## src/rtl/hsv2rgb_pkg.sv

```systemverilog
`default_nettype none

package hsv2rgb_pkg;

   // Width of one colour component and of the replaced-component mask
   localparam int unsigned CompW = 16;
   localparam int unsigned MaskW = 3;

   // Hue times six fits in this many bits for a 16-bit hue
   localparam int unsigned Hue6W = 19;

   // Highest sector that still mixes; it reuses the magenta-to-red mix
   localparam int unsigned SectorLast = 6;

   // Bit positions in the replaced-component mask
   localparam int unsigned MaskRed   = 0;
   localparam int unsigned MaskGreen = 1;
   localparam int unsigned MaskBlue  = 2;

   // One input pixel
   typedef struct packed {
      logic [CompW-1:0] hue;
      logic [CompW-1:0] saturation;
      logic [CompW-1:0] brightness;
   } hsv2rgb_req_type;

   // One output pixel
   typedef struct packed {
      logic [CompW-1:0] red;
      logic [CompW-1:0] green;
      logic [CompW-1:0] blue;
      logic [MaskW-1:0] replaced_mask;
   } hsv2rgb_rsp_type;

   // Hue sector, one sixth of the colour wheel each
   typedef enum logic [2:0] {
      SEC_RED_YELLOW   = 3'd0,
      SEC_YELLOW_GREEN = 3'd1,
      SEC_GREEN_CYAN   = 3'd2,
      SEC_CYAN_BLUE    = 3'd3,
      SEC_BLUE_MAGENTA = 3'd4,
      SEC_MAGENTA_RED  = 3'd5
   } sector_type;

endpackage

`default_nettype wire

```

## src/rtl/hsv2rgb_sector.sv

```systemverilog
`default_nettype none

module hsv2rgb_sector #(
   parameter int unsigned FRAC_BITS = 15
) (
   input  wire logic                               clock,
   input  wire logic                               reset,
   input  wire logic                               in_valid,
   output      logic                               in_stall,
   input  wire hsv2rgb_pkg::hsv2rgb_req_type       in_data,
   output      logic                               out_valid,
   input  wire logic                               out_stall,
   output      logic [hsv2rgb_pkg::CompW-1:0]      out_sat,
   output      logic [hsv2rgb_pkg::CompW-1:0]      out_val,
   output      logic [FRAC_BITS-1:0]               out_frac,
   output      logic [FRAC_BITS:0]                 out_frac_c,
   output      logic signed [((FRAC_BITS > 16) ? FRAC_BITS : 16)+1:0] out_sat_c,
   output      hsv2rgb_pkg::sector_type            out_sector,
   output      logic                               out_gray
);
   import hsv2rgb_pkg::*;

   localparam int unsigned CW = ((FRAC_BITS > 16) ? FRAC_BITS : 16) + 2;
   localparam logic [FRAC_BITS:0] OneU = {1'b1, {FRAC_BITS{1'b0}}};

   logic [Hue6W-1:0]           hue6;
   logic [Hue6W+FRAC_BITS-1:0] hue6_ext;
   logic [Hue6W-1:0]           sector_raw;
   logic                       load;

   logic                       valid_ff;
   logic [CompW-1:0]           sat_ff, sat_in;
   logic [CompW-1:0]           val_ff, val_in;
   logic [FRAC_BITS-1:0]       frac_ff, frac_in;
   logic [FRAC_BITS:0]         frac_c_ff, frac_c_in;
   logic signed [CW-1:0]       sat_c_ff, sat_c_in;
   sector_type                 sector_ff, sector_in;
   logic                       gray_ff, gray_in;

   // Split hue times six into sector and fraction
   always_comb begin
      hue6       = (Hue6W'(in_data.hue) << 2) + (Hue6W'(in_data.hue) << 1);
      hue6_ext   = (Hue6W+FRAC_BITS)'(hue6);
      sector_raw = Hue6W'(hue6 >> FRAC_BITS);
      frac_in    = hue6_ext[FRAC_BITS-1:0];
      frac_c_in  = OneU - {1'b0, frac_in};
      sat_in     = in_data.saturation;
      val_in     = in_data.brightness;
      sat_c_in   = CW'(OneU) - CW'(in_data.saturation);
      gray_in    = (in_data.saturation == '0) || (sector_raw > Hue6W'(SectorLast));
      if (sector_raw == Hue6W'(SectorLast)) begin
         sector_in = SEC_MAGENTA_RED;
      end else begin
         sector_in = sector_type'(sector_raw[2:0]);
      end
   end

   // Advance when the stage is empty or its contents move on
   assign load     = !valid_ff || !out_stall;
   assign in_stall = !load;

   always_ff @(posedge clock) begin
      if (reset) begin
         valid_ff <= 1'b0;
      end else if (load) begin
         valid_ff <= in_valid;
      end
   end

   always_ff @(posedge clock) begin
      if (load && in_valid) begin
         sat_ff    <= sat_in;
         val_ff    <= val_in;
         frac_ff   <= frac_in;
         frac_c_ff <= frac_c_in;
         sat_c_ff  <= sat_c_in;
         sector_ff <= sector_in;
         gray_ff   <= gray_in;
      end
   end

   assign out_valid  = valid_ff;
   assign out_sat    = sat_ff;
   assign out_val    = val_ff;
   assign out_frac   = frac_ff;
   assign out_frac_c = frac_c_ff;
   assign out_sat_c  = sat_c_ff;
   assign out_sector = sector_ff;
   assign out_gray   = gray_ff;

endmodule

`default_nettype wire

```

## config.mk

```make
export PLATFORM = sky130hd
export DESIGN_NAME = hsv2rgb_sector
export DESIGN_NICKNAME = d
export VERILOG_FILES = /design/src/rtl/hsv2rgb_pkg.sv /design/src/rtl/hsv2rgb_sector.sv
export SDC_FILE = /design/constraint.sdc
export NUM_CORES = 1
export LEC_CHECK = 0
export ABC_CLOCK_PERIOD_IN_PS = 18000
export BUFFER_PORTS_ARGS = -buffer_cell sky130_fd_sc_hd__buf_2
export CAP_MARGIN = 20
export CORE_MARGIN = 2
export CORE_UTILIZATION = 25
export DETAILED_ROUTE_END_ITERATION = 12
export PLACE_DENSITY = 0.54
export REMOVE_ABC_BUFFERS = 1
export SYNTH_ARGS = -nofsm -noshare
export SYNTH_HDL_FRONTEND = slang
export SYNTH_SLANG_ARGS = --single-unit
```

## constraint.sdc

```tcl
create_clock -name clock -period 18 [get_ports clock]
set_input_delay 5.4 -clock clock [delete_from_list [all_inputs] [get_ports clock]]
set_output_delay 5.4 -clock clock [all_outputs]
set_load 0.02 [all_outputs]
```

* Word-level counts from Yosys, hierarchy flattened
Cells that the tools add are included.
** Word-level totals
- Register bits after elaboration :: 86
- Bits of input ports :: 52
- Output and inout port bits :: 87
- Word-level logic and storage cells :: 20
** Operators by class
- $add $sub $neg :: 3
- $lt $le $gt $ge :: 1
- Eq/ne operators :: 1
- Reductions and logical operators :: 7
** Operators with widths (count)
- 18-bit by 17-bit adder with 19-bit output :: 1
- 16-bit by 16-bit subtractor with 17-bit output, first input constant :: 1
- 16-bit logical NOT :: 1
- 16-bit by 15-bit subtractor with 16-bit output, first input constant :: 1
- 4-bit by 3-bit equality test with 1-bit output, second input constant :: 1
- 4-bit by 3-bit greater-than comparator with 1-bit output, second input constant :: 1
- 1-bit logical NOT :: 3
- 1-bit logical OR :: 2
- 1-bit logical AND :: 1

* Logic depth before layout (Yosys ltp)
- Depth in word-level cells :: 3
- Depth in mapped cells :: 10
- Gate-level depth less buffers :: 10

* Worst setup path before layout
OpenSTA, ideal clock, no wires.
- Path kind :: in2out
- Start :: input port out_stall
- End :: output port in_stall
- Arrival time :: 5648 ps
- Required time :: 12600 ps
- Setup slack :: 6952 ps
- Cell stages on the path :: 1
- Cell sequence :: and2_1
** Between the ends
- Longest elaborated chain between the ends :: 3
** RTL lines
- from (decl) :: line hsv2rgb_sector.sv:12 : input wire logic out_stall,
- 1-bit logical NOT :: line hsv2rgb_sector.sv:59 : assign load = !valid_ff || !out_stall;
- 1-bit logical OR :: line hsv2rgb_sector.sv:59
- 1-bit logical NOT :: line hsv2rgb_sector.sv:60 : assign in_stall = !load;
- to (decl) :: line hsv2rgb_sector.sv:9 : output logic in_stall,
Every way passes these cells.

* Worst setup path in the final report
Same ends and word-level chain as after synthesis.

==> reports/results.tsv <==
metric	value	unit
WS Path Type	input pin to primary output	
Fmax	88.8	MHz
top cell type's share of synthesized area	60.9	%
Die ar.	0.0168	mm^2
slowest cell on the critical path	and2_1	
post-synthesis cell type count	57	
Port Buffers	136	
most frequent cells in the layout	buf_2 (136), edfxtp_1 (80), xnor2_1 (25)	
Die Y	130	um
CTS Hold Bufs	0	
area share of and/or/nand/nor cells after synthesis	10.5	%
CP dominant cell by count	buf_2	
power share of the clock group	37.9	%
Post-DRT Antenna Nets	0	
Layout area overhead	31.6	%
layout cell share with drive strength beyond 1	40.0	%
mux contribution to synthesized area	0	%
global-route track usage on met1	11.2	%
main combinational cell family by area after synthesis	simple AND/OR/NAND/NOR gates	
busiest grt layer	met2	
Slew @ Worst Pin	1.00	ns
Initial Util	25.7	%
Crit path buffers/inverters	2	
clock-pin slew on the worst setup and hold paths	0.06	ns
# rows	45	
Synth Area in Compound Gates	8.95	%
DRT iter0 DRCs	108	
CP max stage delay	0.19	ns
CP arrival	5.86	ns
CP Capture Type	primary output	
final setup vio count	0	
Worst setup SP type	input pin	
met2 Usage GRT	17.0	%
met3 Resource Use GR	2.35	%
setup slack, reg-to-reg	16.22	ns
sequential area share after synthesis	61.4	%
routed len/inst	12.8	um
Main synth FF type	edfxtp_1	
drt first pass iters	4	
internal power	402	uW
Worst Path Max Fanout	3	
Worst-Skew Late Latency	0.33	ns
Worst Skew	0.00526	ns
P_sw	143	uW
H-Tree Depth	3	
Slew Limit Fails	0	
synthesized area	0.00394	mm^2
Via density	4.18	
Power Density	105	mW/mm^2
Final GP Congestion	0.774	
Post-Syn Area per Cell	13.7	um^2
Crit path required time	12.60	ns
first-pass GRT wire length	12600	um
drt total wl	8250	um
synth warn	0	
Switching Fraction	26.2	%
Relative slew margins	33.2	%
core outline area	0.0153	mm^2
drt drc	0	
status	finished clean	
HP Class	register to register	
reported leakage power	0.00207	uW
post-synthesis sequential element count	81	
Post-Syn Instances	287	
n_diodes	0	
final hold vios	0	
post-CTS sizing	0	
post-synthesis adder-cell area fraction	6.54	%
dominant cells by area after synthesis	edfxtp_1 (61%), ha_1 (6.0%), xnor2_1 (5.6%)	
Die W	130	um
Layout fillers	1562	
Clock Sinks	81	
Gate power share	19.1	%
IO Pins	139	
post-synth top area cell	edfxtp_1	
TritonCTS Buffers	9	
vias in the first global route	2579	
CTS tree	yes	
Period minus WS final	11.26	ns
GRT Overall Usage	9.69	%
largest net degree at the start of global routing	81	
WHS	0.660	ns
Max-Cap Viols	0	
Setup Fix Bufs, Post-CTS	0	
VDD IR max	46.1	uV
Cell Chain, Critical Path	buf_2 > and2_1 > buf_2	
CP top delay family	buffers and inverters	
ys async rst share	0	%
Post-Layout Cell Count	643	
Final Net Count	499	
Vias	2687	
final setup TNS	0	ns
RSZ-0062 raised after global routing	false	
initial antenna violation count	0	
total grt overflow	0	
Placed Instances	627	
Final period util	62.5	%
XOR/XNOR Fraction of Synth Area	9.20	%
Flop pwr share	42.9	%
hpwl dp	6370	um
clock tree buffer depth	2	
most common cell after layout, fill and taps aside	buf_2	
Final Power	544	uW
CTS root buf	clkbuf_16	
EDFF count, synth	80	
==> routing by layer <==
| layer | wire length [um] | vias to the layer above |
|---|---|---|
| li1 | - | 1324 |
| met1 | 3450 | 1276 |
| met2 | 4200 | 81 |
| met3 | 492 | 6 |
| met4 | 114 | 0 |
| met5 | 0 | - |
==> cell families (layout without fill, tap and decap cells) <==
| logic type | after synthesis | in the layout |
|---|---|---|
| DFF | 81 | 81 |
| buffers and inverters | 27 | 171 |
| and+or+nand+nor | 76 | 76 |
| other | 1 | 2 |
| xor gates and xnor gates | 38 | 38 |
| AOI/OAI and AO/OA | 44 | 44 |
| adders and majority gates | 20 | 20 |
==> synthesized netlist by cell type, types with 3 or more instances <==
cell / number
nor2_1: 20
nand2_1: 13
a211oi_1: 3
a21oi_1: 12
xor2_1: 9
edfxtp_1: 80
ha_1: 19
and2_1: 3
nor4_1: 4
nor4_2: 3
buf_4: 5
nor3_1: 7
nand2b_1: 3
nor2b_1: 4
xnor2_1: 25
inv_1: 18
nand3_1: 4
==> flip-flops by register name (all words and copies together) (netlist names) <==
name / flops
out_frac: 14
out_frac_c: 14
out_gray: 1
out_sat: 16
out_sat_c: 16
out_sector: 3
out_val: 16
out_valid: 1
==> worst register-to-register path, cell delays in order, from the launching register on <==
cell and delay, ns:
dfxtp_1 0.31, and2_1 0.18, nor2b_4 0.11, buf_4 0.76
==> power groups by stage <==
stage	clock network, uW	logic (uW)	registers [uW]
floorplan	0	48.5	260
global route	219	114	235
global placement	0	104	238
detailed placement	0	105	238
finish	206	104	234
CTS	213	106	234
==> cell type report <==
cell class | instances | area [um^2] | share of cell area, %
clock buffers | 9 | 225 | 4.34
clock inverters | 7 | 119 | 2.29
inverters | 18 | 67.6 | 1.30
multi-input cells | 180 | 1400 | 27.0
flip-flops and latches | 81 | 2420 | 46.7
well taps | 211 | 264 | 5.09
repair buffers | 137 | 688 | 13.3
==> path summary, 6_finish.rpt <==
check | start | endpoint | cells after the start
min reg2reg | out_valid | out_valid | 3
min | out_valid | out_valid | 3
max | out_stall | in_stall | 3
max reg2reg | out_valid | out_sat[15] | 3
==> metrics by stage <==
stage                     utilization, %  setup WS [ns]  area (um^2)
after floorplan                        -           6.95         3880
after global placement              31.6           6.75         4840
after detailed placement            31.6           6.74         4840
after CTS                           33.9           6.74         5190
after global routing                33.9           6.72         5190
final                               33.9           6.74         5190
Power figures use the tool's default switching activity.
