==> config.mk <==
export PLATFORM = sky130hd
export DESIGN_NAME = hsv2rgb_select
export DESIGN_NICKNAME = d
export VERILOG_FILES = /design/src/rtl/hsv2rgb_pkg.sv /design/src/rtl/hsv2rgb_select.sv
export SDC_FILE = /design/constraint.sdc
export NUM_CORES = 1
export LEC_CHECK = 0
export BUFFER_PORTS_ARGS = -buffer_cell sky130_fd_sc_hd__buf_2
export CORE_ASPECT_RATIO = 0.9
export CORE_MARGIN = 4
export CORE_UTILIZATION = 51
export CTS_CLUSTER_SIZE = 16
export DETAILED_ROUTE_END_ITERATION = 7
export GPL_TIMING_DRIVEN = 0
export PLACE_DENSITY = 0.92
export SLEW_MARGIN = 20
export SYNTH_ARGS = -nofsm -noshare
export SYNTH_HDL_FRONTEND = slang
export SYNTH_SLANG_ARGS = --single-unit
==> constraint.sdc <==
create_clock -name clock -period 4.2 [get_ports clock]
set_input_delay 0.21 -clock clock [delete_from_list [all_inputs] [get_ports clock]]
set_output_delay 0.21 -clock clock [all_outputs]
set_load 0.005 [all_outputs]
==> src/rtl/hsv2rgb_pkg.sv <==
`default_nettype none

package hsv2rgb_pkg;

   // Width of one colour component and of the replaced-component mask
   localparam int unsigned CompW = 16;
   localparam int unsigned MaskW = 3;

   // Hue times six fits in this many bits for a 16-bit hue
   localparam int unsigned Hue6W = 19;

   // Highest sector that still mixes; it reuses the magenta-to-red mix
   localparam int unsigned SectorLast = 6;

   // Bit positions in the replaced-component mask
   localparam int unsigned MaskRed   = 0;
   localparam int unsigned MaskGreen = 1;
   localparam int unsigned MaskBlue  = 2;

   // One input pixel
   typedef struct packed {
      logic [CompW-1:0] hue;
      logic [CompW-1:0] saturation;
      logic [CompW-1:0] brightness;
   } hsv2rgb_req_type;

   // One output pixel
   typedef struct packed {
      logic [CompW-1:0] red;
      logic [CompW-1:0] green;
      logic [CompW-1:0] blue;
      logic [MaskW-1:0] replaced_mask;
   } hsv2rgb_rsp_type;

   // Hue sector, one sixth of the colour wheel each
   typedef enum logic [2:0] {
      SEC_RED_YELLOW   = 3'd0,
      SEC_YELLOW_GREEN = 3'd1,
      SEC_GREEN_CYAN   = 3'd2,
      SEC_CYAN_BLUE    = 3'd3,
      SEC_BLUE_MAGENTA = 3'd4,
      SEC_MAGENTA_RED  = 3'd5
   } sector_type;

endpackage

`default_nettype wire

==> src/rtl/hsv2rgb_select.sv <==
`default_nettype none

module hsv2rgb_select #(
   parameter int unsigned FRAC_BITS = 15
) (
   input  wire logic                               clock,
   input  wire logic                               reset,
   input  wire logic                               in_valid,
   output      logic                               in_stall,
   input  wire logic [hsv2rgb_pkg::CompW-1:0]      in_val,
   input  wire hsv2rgb_pkg::sector_type            in_sector,
   input  wire logic                               in_gray,
   input  wire logic signed [((FRAC_BITS > 16) ? FRAC_BITS : 16)+18:0] in_v1,
   input  wire logic signed [((FRAC_BITS > 16) ? FRAC_BITS : 16)+18:0] in_prod_v2,
   input  wire logic signed [((FRAC_BITS > 16) ? FRAC_BITS : 16)+18:0] in_prod_v3,
   output      logic                               out_valid,
   input  wire logic                               out_stall,
   output      hsv2rgb_pkg::hsv2rgb_rsp_type       out_data
);
   import hsv2rgb_pkg::*;

   localparam int unsigned CW = ((FRAC_BITS > 16) ? FRAC_BITS : 16) + 2;
   localparam int unsigned PW = CW + 17;
   localparam logic [FRAC_BITS:0]   OneU  = {1'b1, {FRAC_BITS{1'b0}}};
   localparam logic [FRAC_BITS-1:0] HalfU = {1'b1, {(FRAC_BITS-1){1'b0}}};
   localparam logic signed [PW-1:0] OneP  = PW'(OneU);
   localparam logic signed [PW-1:0] HalfP = PW'(HalfU);

   logic signed [PW-1:0] v2_sum, v3_sum;
   logic signed [PW-1:0] vv, v2, v3;
   logic signed [PW-1:0] red_c, green_c, blue_c;
   logic                 red_bad, green_bad, blue_bad;
   logic                 load;

   logic                 valid_ff;
   hsv2rgb_rsp_type      rsp_ff, rsp_in;

   // Round the last two products and pick the mix for the sector
   always_comb begin
      v2_sum = in_prod_v2 + HalfP;
      v3_sum = in_prod_v3 + HalfP;
      v2     = v2_sum >>> FRAC_BITS;
      v3     = v3_sum >>> FRAC_BITS;
      vv     = PW'(in_val);
      red_c   = vv;
      green_c = vv;
      blue_c  = vv;
      if (!in_gray) begin
         case (in_sector)
            SEC_RED_YELLOW: begin
               red_c = vv;    green_c = v3;    blue_c = in_v1;
            end
            SEC_YELLOW_GREEN: begin
               red_c = v2;    green_c = vv;    blue_c = in_v1;
            end
            SEC_GREEN_CYAN: begin
               red_c = in_v1; green_c = vv;    blue_c = v3;
            end
            SEC_CYAN_BLUE: begin
               red_c = in_v1; green_c = v2;    blue_c = vv;
            end
            SEC_BLUE_MAGENTA: begin
               red_c = v3;    green_c = in_v1; blue_c = vv;
            end
            SEC_MAGENTA_RED: begin
               red_c = vv;    green_c = in_v1; blue_c = v2;
            end
            default: begin
               red_c = vv;    green_c = vv;    blue_c = vv;
            end
         endcase
      end
   end

   // Zero and flag any component below zero or above one
   always_comb begin
      red_bad   = red_c[PW-1]   || (red_c > OneP);
      green_bad = green_c[PW-1] || (green_c > OneP);
      blue_bad  = blue_c[PW-1]  || (blue_c > OneP);
      rsp_in.red   = red_bad   ? '0 : red_c[CompW-1:0];
      rsp_in.green = green_bad ? '0 : green_c[CompW-1:0];
      rsp_in.blue  = blue_bad  ? '0 : blue_c[CompW-1:0];
      rsp_in.replaced_mask            = '0;
      rsp_in.replaced_mask[MaskRed]   = red_bad;
      rsp_in.replaced_mask[MaskGreen] = green_bad;
      rsp_in.replaced_mask[MaskBlue]  = blue_bad;
   end

   // Hold the result until the transfer completes
   assign load     = !valid_ff || !out_stall;
   assign in_stall = !load;

   always_ff @(posedge clock) begin
      if (reset) begin
         valid_ff <= 1'b0;
      end else if (load) begin
         valid_ff <= in_valid;
      end
   end

   always_ff @(posedge clock) begin
      if (load && in_valid) begin
         rsp_ff <= rsp_in;
      end
   end

   assign out_valid = valid_ff;
   assign out_data  = rsp_ff;

endmodule

`default_nettype wire

* Word level (Yosys, flattened, before mapping)
Index checks and enable logic that the tools add are counted.
Operators by class: $add $sub $neg 2, $lt $le $gt $ge 3, equal/unequal tests 5, multiplexer cells 6, reductions and logical operators 12
Operators by type and width (number):
- 35-bit one-hot mux with 3 select lines | 3
- 35-bit by 17-bit > comparator with 1-bit output, second input constant | 3
- 35-bit two-way mux | 3
- 35-bit by 16-bit adder with 35-bit output, second input constant | 2
- 3-bit by 2-bit equality test with 1-bit output, second input constant | 2
- 3-bit equality test, second input constant | 2
- 2-bit OR reduction | 3
- 1-bit logical OR | 4
- 3-bit by 1-bit equality test with 1-bit output, second input constant | 1
- 1-bit zero test | 3
- 3-bit zero test | 1
- 1-bit logical AND | 1
Storage, ports and cells: register bits after elaboration 52, input bits 129, output and inout port bits 53, word-level logic and storage cells 33

* Longest topological paths before layout
Gate-level depths: netlist of run 1.
depth after elaboration 6, depth in mapped cells 13, mapped depth without buffers 9

* Worst setup path after synthesis of run 1
Ideal clock, no wire load.
path kind flip-flop to flip-flop, from register valid_ff (netlist: out_valid), to register rsp_ff, in the netlist out_data[0], enable pin, library setup time 0.466 ns, arrival 2.762 ns, data required time 3.734 ns, slack 0.972 ns, cell stages (with the launch flop) 3, buffers on the path 0, clock period less this slack 3.228 ns, cell sequence dfxtp_1 -> and2_1 -> nor2b_1
Between the ends: cells in the longest elaborated chain, start to end 3
Ends and longest elaborated chain:
- start: declaration | line hsv2rgb_select.sv:35 | logic valid_ff;
- start signal: assignment | line hsv2rgb_select.sv:97 | valid_ff <= in_valid;
- 1-bit zero test | line hsv2rgb_select.sv:90 | assign load = !valid_ff || !out_stall;
- 1-bit logical OR | line hsv2rgb_select.sv:90
- 1-bit logical AND | line hsv2rgb_select.sv:102 | if (load && in_valid) begin
- end signal: assignment | line hsv2rgb_select.sv:103 | rsp_ff <= rsp_in;
- end: declaration | line hsv2rgb_select.sv:36 | hsv2rgb_rsp_type rsp_ff, rsp_in;
Every way passes these cells. A chain may end at the register's enable or synchronous reset.

* Final worst setup path of run 1
from input port in_sector[1], to register rsp_ff, in the netlist out_data[0] (data pin)
Between the ends: cells in the longest elaborated chain, start to end 6, elaborated cells on any way between the ends 9, classes of those cells order compare (1); eq/ne (4); mux (2); reduce/logical (2)
Ends and longest elaborated chain:
- start: declaration | line hsv2rgb_select.sv:11 | input wire hsv2rgb_pkg::sector_type in_sector,
- 3-bit by 2-bit equality test with 1-bit output | line hsv2rgb_select.sv:49 | case (in_sector)
- 2-bit OR reduction (no source line)
- 35-bit one-hot mux with 3 select lines * | line hsv2rgb_select.sv:49
- 35-bit two-way mux * | line hsv2rgb_select.sv:48 | if (!in_gray) begin
- 35-bit by 17-bit > comparator with 1-bit output | line hsv2rgb_select.sv:77 | red_bad = red_c[PW-1] || (red_c > OneP);
- 1-bit logical OR * | line hsv2rgb_select.sv:77
- net red_bad | line hsv2rgb_select.sv:32 | logic red_bad, green_bad, blue_bad;
Mark *: on every way through the listed nets, which the timed path passes. The rest lies on a longest branch.

==> out/results.ini, run 1 <==
[yosys]
synth_edf_count=51
synth_top_area_cell=edfxtp_1
synth_nets=763
synth_cell_types=70
synth_ff_type=edfxtp_1
synth_area_leaders=edfxtp_1 30%, a21oi_1 5.7%, nor2_1 5.1%, o21ai_0 4.5%, nand2_1 3.5%
syn_area_mm2=0.00505
synthCells=632
synth_seq_cells=52
ys_warn_count=0
yosysSeqAreaShare=0.307
async_flop_share=0
syn_area_per_cell_um2=7.99
yosysTopAreaCellShare=0.303

[grt]
grt_start_max_net_pins=28
track_usage=0.354
gr-total-overflow=0
grt_pass1_vias=5570
grt_pass1_wl_um=31300
antenna_found_initial=0

[timing]
period_share=0.838
worst_slew_pin_slew_ns=1.32
fmax_mhz=284
setup_tns_ns=0
setup_ws_ns=0.681
maxSlewHeadroom=0.117
rsz0062_at_grt=no
min_period_ns=3.52
worst_clock_skew_ns=0.0128
finalSetupViolations=0
slew_violations=0
finalHoldViolations=0

[placement]
place_congestion=1.14
dp_hpwl_um=17000
port_buffers=149
dp_worst_setup_slack_ns=0.493

[setup_path]
cp-start-kind=primary input
r2r_start=out_valid
r2r_end=out_data[6]
worstSetupPathType=in2reg
critPathLaunch=in_sector[1]
cp.arrival_ns=3.57
worstPathRequired_ns=4.25
cp_max_fo=10
cp-endpoint=out_data[0]
cp-end-kind=register
r2r_cells=3
r2r_slack_ns=2.55

[route]
routed_wl_um=21400
post_drt_wl_per_cell_um=23.4
vias_per_cell=6.80
antenna_left=0
drcViolationCount=0
vias=6228
dr.pass1.iters=8
drt_iter0_markers=1090

[pwr]
p_leak_nw=2.26
sw_frac_of_total=0.365
p_clk_frac=0.204
p_sw_w=0.000543
p_int_w=0.000944
power_w=0.00149
combPwrFrac=0.366
irDropWorstVdd_uv=137
power.density_mw_per_mm2=244
p_seq_frac=0.430

[final_layout]
antenna_cells=0
fill_cells=890
layout_commonest_cell=buf_2
syn_to_final_growth_pct=20.5
final_core_util=0.630
drive_above_1_share=0.244
multi_input_area_mm2=0.00328
fin_nets=920
regArea_mm2=0.00155
layout_common_cells=155 x buf_2, 68 x nor2_1, 57 x a21oi_1

[clocking]
clock_sinks=52
cts_max_level=2
clkTransAtPathRegs_ns=0.09
postCtsSetupBuffers=0
clock_path_buffers=2
cts_tree=built
root_buffer=clkbuf_8
cts_buffers=5
cts_resized=0
ctsHoldBuffers=0
clk_latency_ns=0.32

[hold_path]
holdCritPathClass=in2reg

[floorplan]
fp.dieH_um=102
die_x_um=113
coreArea_mm2=0.00966
ios=182
dieArea_mm2=0.0116
initial_core_util=0.523
row_count=34

[job]
cap_violations=0

[run_status]
status=complete, no violations

-- worst min path at each step --
stage | startpoint | to | slack [ns] | cells past startpoint
after floorplan | reset | out_valid | 0.28 | 1
after global routing | reset | out_valid | 0.03 | 2
after CTS | reset | out_valid | 0.05 | 2
after global placement | reset | out_valid | 0.37 | 2
final | reset | out_valid | 0.04 | 2
after detailed placement | reset | out_valid | 0.37 | 2
-- cell usage after synthesis, drive strengths merged, types with 7 or more instances --
cell type and instances:
nor2 68, a21oi 57, edfxtp 51, nand2 47, o21ai 45, clkbuf 31
nor3 31, nand2b 24, nand4 19, xnor2 19, nand3 16, nor4 16
o221ai 16, o22ai 13, and2 12, buf 12, inv 12, o32a 9
o31ai 8, or4 8, nor2b 7
-- worst max-delay path: stages --
cell       delay (ns)
buf_2            0.09
clkbuf_1         0.29
clkbuf_1         0.42
clkbuf_1         0.46
nand2b_1         0.34
clkbuf_1         0.50
o221ai_1         0.37
o21ai_0          0.25
o2111ai_1        0.13
nor3_1           0.34
a21boi_0         0.16
-- cell type report --
class	instances	area share
buffer	43	0.0296
clock buffer	5	0.0113
clock inverter	3	0.00453
inverter	12	0.00741
multi-input combinational	525	0.539
sequential	52	0.255
tap	126	0.0259
timing repair buffer	150	0.127
-- registers in the layout (all words and copies together) (netlist names) --
| register | count |
|---|---|
| out_valid | 1 |
| out_data | 51 |
-- layer usage --
metal	share of wire	wire, um	up-vias	global-route usage
li1	-	-	2765	-
met1	0.36	7720	2779	0.454
met2	0.43	9170	556	0.557
met3	0.15	3320	128	0.110
met4	0.056	1210	0	0.152
met5	0	0	-	0
-- stage by stage --
step | area, um^2 | cells | hold slack, ns
6_report | 6080 | 916 | 0.0418
5_1_grt | 6080 | 916 | 0.0320
4_1_cts | 6080 | 916 | 0.0459
3_5_place_dp | 5990 | 908 | 0.375
3_3_place_gp | 5950 | 907 | 0.372
2_1_floorplan | 5050 | 632 | 0.282
-- cells by family (layout without fill, tap and decap cells) --
logic type,after synthesis,after routing,share of synthesized area
AO/OA/AOI/OAI,211,211,0.284
XOR/XNOR,23,23,0.0399
adder cells (fa/ha/maj),2,2,0.00496
buffers and inverters,55,213,0.0446
flip-flops,52,52,0.307
multiplexers,4,4,0.00793
AND/OR/NAND/NOR,285,285,0.311
-- power by group through the flow --
stage | registers [W] | logic, W | clock network (W)
finish | 0.000639 | 0.000545 | 0.000303
global route | 0.000643 | 0.000574 | 0.000322
CTS | 0.000640 | 0.000519 | 0.000302
detailed placement | 0.000652 | 0.000517 | 0
global placement | 0.000652 | 0.000505 | 0
floorplan | 0.000660 | 0.000274 | 0
No activity file was read; power rests on OpenSTA's default activity.
==> run 2, diff against run 1 <==
- CORE_UTILIZATION: 51 -> 46
- PLACE_DENSITY: 0.92 -> 0.88
- clock period: 4.2 -> 3.05 ns (I/O delays scaled with it)
==> out/results.ini, run 2 (same netlist as run 1, synthesis figures left out) <==
[clocking]
cts_max_level=2
root_buffer=clkbuf_16
clk_latency_ns=0.29
ctsHoldBuffers=0
clock_path_buffers=2
clkTransAtPathRegs_ns=0.07
clock_sinks=52
cts_tree=built
cts_buffers=5

[floorplan]
dieArea_mm2=0.0127
initial_core_util=0.469
row_count=36
ios=182
die_x_um=118
coreArea_mm2=0.0108
fp.dieH_um=107

[pwr]
p_leak_nw=2.41
p_seq_frac=0.391
power.density_mw_per_mm2=354
irDropWorstVdd_uv=314
sw_frac_of_total=0.352
p_sw_w=0.000792
combPwrFrac=0.346
p_int_w=0.00146
p_clk_frac=0.262

[timing]
min_period_ns=3.06
period_share=1.00
fmax_mhz=327
slew_violations=0
finalSetupViolations=1
worst_slew_pin_slew_ns=1.01
finalHoldViolations=0
worst_clock_skew_ns=0.00680
maxSlewHeadroom=0.326
setup_ws_ns=-0.00854

[setup_path]
cp-start-kind=primary input
crit_chain=buf_2 > clkbuf_2 > clkbuf_2 > clkbuf_2 > a21oi_1 > o221ai_1 > o22a_1 > a221oi_1 > nand4_1 > nor3_2 > a21boi_0
r2r_end=out_data[46]
worstSetupPathType=in2reg
slowest_stage=a21oi_1
crit_family=compound AO/OA/AOI/OAI gates
r2r_slack_ns=1.45
cp.arrival_ns=3.08
r2r_start=out_valid
cp_max_fo=10
worstPathRequired_ns=3.07
r2r_cells=3
critPathBufInv=4
cp_common_cell=clkbuf_2
cp-end-kind=register
cpPeakStageDelay_ns=0.67

[route]
drt_iter0_markers=963
dr.pass1.iters=8
vias_per_cell=6.85
routed_wl_um=22500
drcViolationCount=0
post_drt_wl_per_cell_um=24.1
antenna_left=0
vias=6375

[hold_path]
min-delay-start=reset
hold_depth=2
holdCritPathClass=in2reg
min_to=out_valid

[grt]
gr-total-overflow=0
antenna_found_initial=1
track_usage=0.336
grt_start_max_net_pins=32
grt_pass1_wl_um=32800
grt_pass1_vias=5758

[placement]
place_area_mm2=0.00599
dp_hpwl_um=17300
place_congestion=1.06
port_buffers=149
dp_worst_setup_slack_ns=-0.736

[job]
cap_violations=0

[final_layout]
fin_nets=927
layout_commonest_cell=buf_2
fill_cells=996
multi_input_area_mm2=0.00341
layout_common_cells=155 x buf_2, 68 x nor2_1, 56 x a21oi_1
syn_to_final_growth_pct=25.8
drive_above_1_share=0.296
largest_reg_flops=51
final_area_mm2=0.00635
antenna_cells=0
regArea_mm2=0.00155

[run_status]
status=complete, but fails checks
violations=setup timing

==> run 2: cell types whose count changed in the layout (fill, tap and decap cells not counted), moves of 5 or more <==
cell	change
clkbuf_1	-17
clkbuf_2	+17
buf_4	+8
clkbuf_16	+5
clkbuf_8	-5
==> run 2: power groups by stage <==
stage	Combinational (W)	Sequential (W)	Clock (W)
final	0.000779	0.000879	0.000590
after global routing	0.000821	0.000886	0.000610
after CTS	0.000727	0.000880	0.000578
after detailed placement	0.000713	0.000896	0
after global placement	0.000705	0.000895	0
after floorplan	0.000377	0.000907	0
==> run 2: how the worst max path moves through the flow <==
stage                    from            to  slack, ns  cells after the start
5_1_grt        in_prod_v3[15]  out_data[15]      -0.03                     10
3_3_place_gp     in_sector[2]   out_data[8]      -0.68                     11
4_1_cts          in_sector[0]   out_data[1]      0.006                     11
6_report         in_sector[1]   out_data[0]     -0.009                     11
2_1_floorplan  in_prod_v3[14]   out_data[1]       0.27                      9
3_5_place_dp     in_sector[2]   out_data[8]      -0.74                     11
==> run 2: timing repair <==
item | in CTS | in global routing
setup endpoints to repair | 38 | 39
gates resized for setup | 17 | 34
buffers inserted | 2 | 6
pin swaps | 2 | 6
==> run 2: cell type report <==
cell class,count,share of cell area
Sequential cell,52,0.244
Inverter,12,0.00709
Buffer,42,0.0317
Tap cell,133,0.0262
Clock inverter,3,0.00434
Multi-Input combinational cell,525,0.536
Clock buffer,5,0.0197
Timing Repair Buffer,158,0.130
==> run 2: routing by layer <==
layer / vias to the layer above / track usage / part of all wire
li1: 2781 / - / -
met2: 561 / 0.501 / 0.42
met5: - / 0 / 0
met4: 0 / 0.163 / 0.061
met3: 127 / 0.0930 / 0.14
met1: 2906 / 0.451 / 0.38
==> run 2: per-stage QoR <==
step | setup TNS (ns) | hold WS, ns | utilization | cells | power, W
after floorplan | 0 | 0.225 | - | 632 | 0.00128
after global placement | -18.86 | 0.310 | 0.554 | 914 | 0.00160
after detailed placement | -20.90 | 0.311 | 0.556 | 915 | 0.00161
after CTS | 0 | 0.00676 | 0.576 | 925 | 0.00219
after global routing | -0.0976 | 0.00972 | 0.590 | 930 | 0.00232
final | -0.00854 | 0.00135 | 0.590 | 930 | 0.00225
==> run 2: worst register-to-register path, cell delays in order (launching register included) <==
cell and delay, ns:
dfxtp_1 0.31, and2_1 0.18, nor2b_4 0.53, buf_12 0.28
==> run 3, diff against run 2 <==
- SETUP_SLACK_MARGIN: default -> 0.05
==> out/results.ini, run 3 (same netlist as run 1, synthesis figures left out) <==
[run_status]
status=complete, no violations

[floorplan]
die_x_um=118
coreArea_mm2=0.0108
fp.dieH_um=107
ios=182
dieArea_mm2=0.0127
row_count=36
initial_core_util=0.469

[timing]
slew_violations=0
min_period_ns=2.96
worst_clock_skew_ns=0.00487
setup_tns_ns=0
fmax_mhz=338
finalHoldViolations=0
finalSetupViolations=0
rsz0062_at_grt=yes
period_share=0.970
worst_slew_pin_slew_ns=1.00
maxSlewHeadroom=0.331

[final_layout]
syn_to_final_growth_pct=27.0
antenna_cells=0
layout_common_cells=157 x buf_2, 67 x nor2_1, 55 x a21oi_1
final_core_util=0.596
drive_above_1_share=0.305
layout_commonest_cell=buf_2
fin_nets=928
final_area_mm2=0.00641
largest_reg_flops=51

[pwr]
power_w=0.00226
irDropWorstVdd_uv=315
p_leak_nw=2.43
power.density_mw_per_mm2=352

[setup_path]
worstPathRequired_ns=3.18
cp.arrival_ns=3.09
cp-start-kind=primary input
cp-end-kind=register
worstSetupPathType=in2reg
cp_max_fo=10

[grt]
grt_pass1_vias=5766
grt_pass1_wl_um=32900
grt_start_max_net_pins=32
gr-total-overflow=0
track_usage=0.337
antenna_found_initial=1

[clocking]
cts_buffers=5
clkTransAtPathRegs_ns=0.07
ctsHoldBuffers=0
clk_latency_ns=0.29
clock_sinks=52
clock_path_buffers=2
cts_tree=built
cts_max_level=2
root_buffer=clkbuf_16

[placement]
dp_hpwl_um=17300
place_area_mm2=0.00599
place_congestion=1.06
port_buffers=149

[job]
cap_violations=0

[route]
dr.pass1.iters=6
routed_wl_um=22500
drcViolationCount=0
vias_per_cell=6.89
antenna_left=0
post_drt_wl_per_cell_um=24.2
vias=6416
drt_iter0_markers=911

[hold_path]
holdCritPathClass=in2reg

run 3: power by group:
group	internal, W	total, W	leakage, nW	switching, W
sequential	0.000865	0.000879	0.516	0.0000138
combinational	0.000284	0.000791	1.84	0.000507
clock	0.000312	0.000585	0.0719	0.000273
run 3: through the flow:
stage / hold slack [ns] / setup WS, ns / instances
3_3_place_gp: 0.310 / -0.680 / 914
3_5_place_dp: 0.311 / -0.736 / 915
4_1_cts: 0.00676 / 0.0504 / 925
6_report: 0.00183 / 0.0914 / 931
5_1_grt: 0.00972 / 0.0201 / 931
2_1_floorplan: 0.225 / 0.266 / 632
run 3: final cells by class:
| cell class | count | area (um^2) |
|---|---|---|
| fillers | 989 | 4350 |
| multi-input cells | 525 | 3460 |
| clock inverters | 3 | 27.5 |
| flip-flops and latches | 52 | 1550 |
| inverters | 12 | 45.0 |
| plain buffers | 41 | 198 |
| repair buffers | 160 | 841 |
| well taps | 133 | 166 |
| clock buffers | 5 | 125 |
run 3: worst paths after layout:
kind / start / depth (start not counted) / slack, ns / endpoint
setup reg to reg: out_valid / 3 / 1.43 / out_data[49]
setup / recovery: in_sector[1] / 11 / 0.09 / out_data[15]
hold / removal: reset / 2 / 0.002 / out_valid
hold reg to reg: out_valid / 3 / 0.68 / out_valid
run 3: metal layers:
layer / global-route usage / routed length [um] / vias up
met4: 0.167 / 1470 / 2
li1: - / - / 2782
met2: 0.501 / 9280 / 594
met5: 0 / 13 / -
met3: 0.0967 / 3260 / 122
met1: 0.450 / 8520 / 2916
run 3: worst max-delay path, cell delays in order:
cell	delay (ns)
buf_2	0.10
clkbuf_2	0.16
or3b_2	0.26
clkbuf_1	0.56
a21oi_1	0.11
o32ai_1	0.60
a21boi_0	0.25
nand4_1	0.16
o31a_1	0.32
clkbuf_4	0.24
nor3_2	0.16
run 3: what timing repair did:
| item | CTS | global route |
|---|---|---|
| pin swaps | 3 | 11 |
| gates cloned | 0 | 0 |
| setup buffers | 2 | 8 |
| resized for setup | 23 | 38 |
| setup endpoints to repair | 39 | 40 |
